--- src/design/lprta_div.sv ---
module lprta_div #(
    parameter int NUM_W  = 42,
    parameter int DEN_W  = 34,
    parameter int QUO_W  = 8,
    parameter int SIDE_W = 1
) (
    input  logic              clk,
    input  logic              rst_n,
    input  logic              in_valid,
    input  logic [NUM_W-1:0]  in_num,
    input  logic [DEN_W-1:0]  in_den,
    input  logic [SIDE_W-1:0] in_side,
    output logic              out_valid,
    output logic [QUO_W-1:0]  out_quo,
    output logic [SIDE_W-1:0] out_side
);

    localparam int TW = (NUM_W > DEN_W + QUO_W) ? NUM_W : DEN_W + QUO_W;

    logic              valid_reg [QUO_W];
    logic [TW-1:0]     rem_reg   [QUO_W];
    logic [DEN_W-1:0]  den_reg   [QUO_W];
    logic [QUO_W-1:0]  quo_reg   [QUO_W];
    logic [SIDE_W-1:0] side_reg  [QUO_W];

    // restoring division, one quotient bit per stage, msb first
    for (genvar s = 0; s < QUO_W; s++)
    begin : g_stage
        localparam int K = QUO_W - 1 - s;

        logic              valid_in;
        logic [TW-1:0]     rem_in;
        logic [DEN_W-1:0]  den_in;
        logic [QUO_W-1:0]  quo_in;
        logic [SIDE_W-1:0] side_in;
        logic [TW-1:0]     trial;
        logic [TW-1:0]     rem_next;
        logic [QUO_W-1:0]  quo_next;

        if (s == 0)
        begin : g_first
            assign valid_in = in_valid;
            assign rem_in   = TW'(in_num);
            assign den_in   = in_den;
            assign quo_in   = '0;
            assign side_in  = in_side;
        end
        else
        begin : g_rest
            assign valid_in = valid_reg[s-1];
            assign rem_in   = rem_reg[s-1];
            assign den_in   = den_reg[s-1];
            assign quo_in   = quo_reg[s-1];
            assign side_in  = side_reg[s-1];
        end

        // compare and subtract the shifted divisor
        always_comb
        begin
            trial    = TW'(den_in) << K;
            rem_next = rem_in;
            quo_next = quo_in;
            if (rem_in >= trial)
            begin
                rem_next    = rem_in - trial;
                quo_next[K] = 1'b1;
            end
        end

        always_ff @(posedge clk or negedge rst_n)
        begin
            if (!rst_n)
            begin
                valid_reg[s] <= 1'b0;
            end
            else
            begin
                valid_reg[s] <= valid_in;
            end
        end

        always_ff @(posedge clk)
        begin
            rem_reg[s]  <= rem_next;
            den_reg[s]  <= den_in;
            quo_reg[s]  <= quo_next;
            side_reg[s] <= side_in;
        end
    end

    assign out_valid = valid_reg[QUO_W-1];
    assign out_quo   = quo_reg[QUO_W-1];
    assign out_side  = side_reg[QUO_W-1];

endmodule

--- config.mk ---
export PLATFORM = sky130hd
export DESIGN_NAME = lprta_div
export DESIGN_NICKNAME = d
export VERILOG_FILES = /design/src/design/lprta_div.sv
export SDC_FILE = /design/constraint.sdc
export NUM_CORES = 1
export LEC_CHECK = 0
export BUFFER_PORTS_ARGS = -buffer_cell sky130_fd_sc_hd__buf_4
export CAP_MARGIN = 25
export CORE_UTILIZATION = 60
export DETAILED_ROUTE_END_ITERATION = 6
export HOLD_SLACK_MARGIN = 0.02
export PLACE_DENSITY = 0.78
export SLEW_MARGIN = 20
export SYNTH_ARGS = -nofsm -noshare
export SYNTH_HDL_FRONTEND = slang
export SYNTH_SLANG_ARGS = --single-unit
--- constraint.sdc ---
create_clock -name clk -period 3.98 [get_ports clk]
set_input_delay 0.398 -clock clk [delete_from_list [all_inputs] [get_ports clk]]
set_output_delay 0.398 -clock clk [all_outputs]
set_load 0.01 [all_outputs]
==> run_results.csv <==
group,metric,value,unit
status,status,"completed",
synth,synth_edf_count,0,
global_routing,grt_antenna_before_repair,1,
die,die_width,223,µm
setup_path,slowest_stage,"a2111oi_0",
run,cap_violations,0,
setup_path,r2r_cells,13,
power_and_ir_drop,p_per_area,813,nW/µm²
setup_path,arrival,4.26,ns
setup_path,crit_required,4.50,ns
route,vias,24100,
global_routing,grt_pass1_vias,23900,
sta,hold_slack,0.126,ns
power_and_ir_drop,fin_total_pwr,27400,µW
cts,cts_tree,"built",
die,die_area,49900,µm²
die,num_rows,80,
finish,nFillCells,3614,
setup_path,cpPeakStageDelay,0.53,ns
cts,h-tree-depth,2,
setup_path,worst_setup_path_start_kind,"flop",
finish,largest_reg_flops,294,
sta,rsz0062_at_grt,"false",
sta,setup_tns,0,ns
die,dieHeight,223,µm
finish,syn_to_final_growth,14.7,%
synth,syn_nets,3704,
setup_path,cp_cell_sequence,"inv_1, ha_1, a21oi_1, o21ai_0, a2111oi_0, a211oi_1, buf_4, a41oi_1, o221ai_1, a31oi_1, o21ai_0, xor2_1, mux2_2",
global_routing,track_usage,28.9,%
route,wl_per_cell,17.5,µm
cts,cts_buffers,59,
die,io_pins,90,
finish,num-nets-final,3862,
sta,postLayoutSetupSlackWorst,0.237,ns
route,viasPerCell,5.77,
synth,synthArstFlopShare,1.37,%
place,globalplace.congestion,0.932,
place,portBuffers,89,
power_and_ir_drop,p_leak,0.0157,µW
sta,fmaxAchievable,267,MHz
setup_path,r2r_start,"den_reg[3][8]",
finish,postLayoutCoreUtil,70.2,%
sta,period_needed,3.74,ns
synth,synthesis.instances,3345,
die,fp.coreArea,48000,µm²
finish,layout-drive-gt1-share,8.92,%
route,dr_wl_met3,3.23,mm
global_routing,grt_pass1_wl,117,mm
min_path,holdCritPathClass,"input pin to async pin",
setup_path,cp_common_cell,"o21ai_0",
route,drcViolationCount,0,
setup_path,cp_max_fo,4,
setup_path,timing.reg2reg.setup_slack,0.24,ns
die,start_util,61.2,%
finish,ff_latch_area,11700,µm²
route,drt_pass1_iterations,6,
synth,synth_area,29400,µm²
cts,clock-sinks,584,
cts,clock_latency,0.64,ns
sta,worst_pin_slew,0.748,ns
sta,setup_viol,0,
synth,avgSynthCellArea,8.79,µm²
cts,post-cts-setup-buffer-count,0,
route,wl_met2,34.9,mm
synth,ys_types,89,
sta,period_share,94.0,%
cts,clkTransAtPathRegs,0.06,ns
synth,ys.flop_type,"dfxtp_1",
global_routing,gr-total-overflow,0,
finish,final_cell_mix,"dfxtp_1, inv_1, a21oi_1",
setup_path,path_class,"flop to flop",
synth,synth-seq-cells,584,
route,wl_met1,30.9,mm
finish,multi_input_area,16000,µm²
sta,slew_viol_final,0,
setup_path,worstReg2RegEnd,"rem_reg[4][36]",
sta,relSlewSlack,49.9,%
setup_path,end_kind,"flop",
cts,cts_buffer_depth,3,
global_routing,grt_max_degree,69,
synth,yosysSeqAreaShare,39.9,%
synth,ys_warn_count,0,
cts,root_buffer,"clkbuf_16",
route,wirelength,73.0,mm
place,place_ws,0.277,ns
route,top_layer,"met4",
place,place.detailed.hpwl,55.0,mm
route,ant_nets,0,
finish,layout_commonest_cell,"dfxtp_1",
power_and_ir_drop,vdd_drop_max,0.449,mV
sta,final_hold_viol_count,0,
route,drtIter0Drc,1822,
sta,clock_skew,0.0325,ns
cell usage after synthesis (all sizes together), types with 8 or more instances:
master     n  area [µm²]
dfxtp    576       11500
inv      342        1280
a21oi    321        1630
nand2    282        1060
ha       272        3400
o21ai    245        1230
nor2     196         736
a21o     146        1100
xnor2    117        1020
xor2     114         998
clkbuf    64         241
nand3     59         295
mux2      52         586
nand4     52         325
nand2b    36         225
nor3      36         185
buf       34         190
nor2b     34         213
o21bai    30         225
a31oi     28         190
and3      28         175
o31ai     24         195
o21a      23         173
a211oi    21         173
o211ai    21         158
and4      12         105
nor4      11        75.1
o2111ai   10        87.6
a211o      8        70.1
dfrtp      8         200
nand4b     8        85.1
layer usage:
| layer | vias to the layer above | track usage (%) |
|---|---|---|
| li1 | 12000 | - |
| met1 | 11100 | 33.7 |
| met2 | 848 | 51.1 |
| met3 | 224 | 3.29 |
| met4 | 0 | 16.8 |
| met5 | - | 0 |
critical path, delay by kind of cell (launching register included):
family / cells / cell delay [ns]
XOR/XNOR: 1 / 0.17
adder cells (fa/ha/maj): 1 / 0.33
flip-flops: 1 / 0.33
buffers and inverters: 2 / 0.22
multiplexers: 1 / 0.27
AO/OA/AOI/OAI: 8 / 2.30
cell families (layout without fill, tap and decap cells):
| kind of cell | count (synthesis) | in the layout | share of synthesized area [%] |
|---|---|---|---|
| other cells | 0 | 1 | 0 |
| flops | 584 | 584 | 39.9 |
| xor+xnor | 231 | 231 | 6.88 |
| fa+ha+maj | 279 | 279 | 12.0 |
| compound gates | 956 | 956 | 20.2 |
| buf+inv | 440 | 649 | 5.83 |
| simple gates | 800 | 800 | 13.0 |
| mux | 55 | 55 | 2.09 |
per-stage QoR:
stage / cell area, µm² / std cells
after floorplan: 29400 / 3345
after global placement: 30800 / 3978
after detailed placement: 30800 / 3978
after CTS: 33700 / 4169
after global routing: 33700 / 4170
final: 33700 / 4170
cell type report:
type / count / area share, %
multi-input combinational: 2321 / 47.6
sequential: 584 / 34.8
timing repair buffer: 195 / 5.19
clock buffer: 78 / 4.94
inverter: 342 / 3.81
tap: 615 / 2.28
clock inverter: 34 / 1.44
antenna: 1 / 0.00742
power by group:
part / leakage, µW / switching, µW / internal, µW / total, µW
clock: 0.00104 / 2330 / 3620 / 5950
sequential: 0.00495 / 994 / 7560 / 8550
combinational: 0.00974 / 7200 / 5700 / 12900
total: 0.0157 / 10500 / 16900 / 27400
worst max-delay path by stage:
stage / end / from
after CTS: rem_reg[5][35] / rem_reg[4][2]
after global routing: rem_reg[4][36] / den_reg[3][8]
after floorplan: rem_reg[4][35] / rem_reg[3][3]
after detailed placement: rem_reg[5][35] / rem_reg[4][2]
final: rem_reg[4][36] / den_reg[3][8]
after global placement: rem_reg[5][26] / rem_reg[4][2]
timing repair:
item                       in CTS  in global routing
hold endpoints to repair       86                  0
gates resized for setup         0                  1
hold buffers                   79                  0
setup endpoints to repair       0                  2
Power figures use the tool's default switching activity.
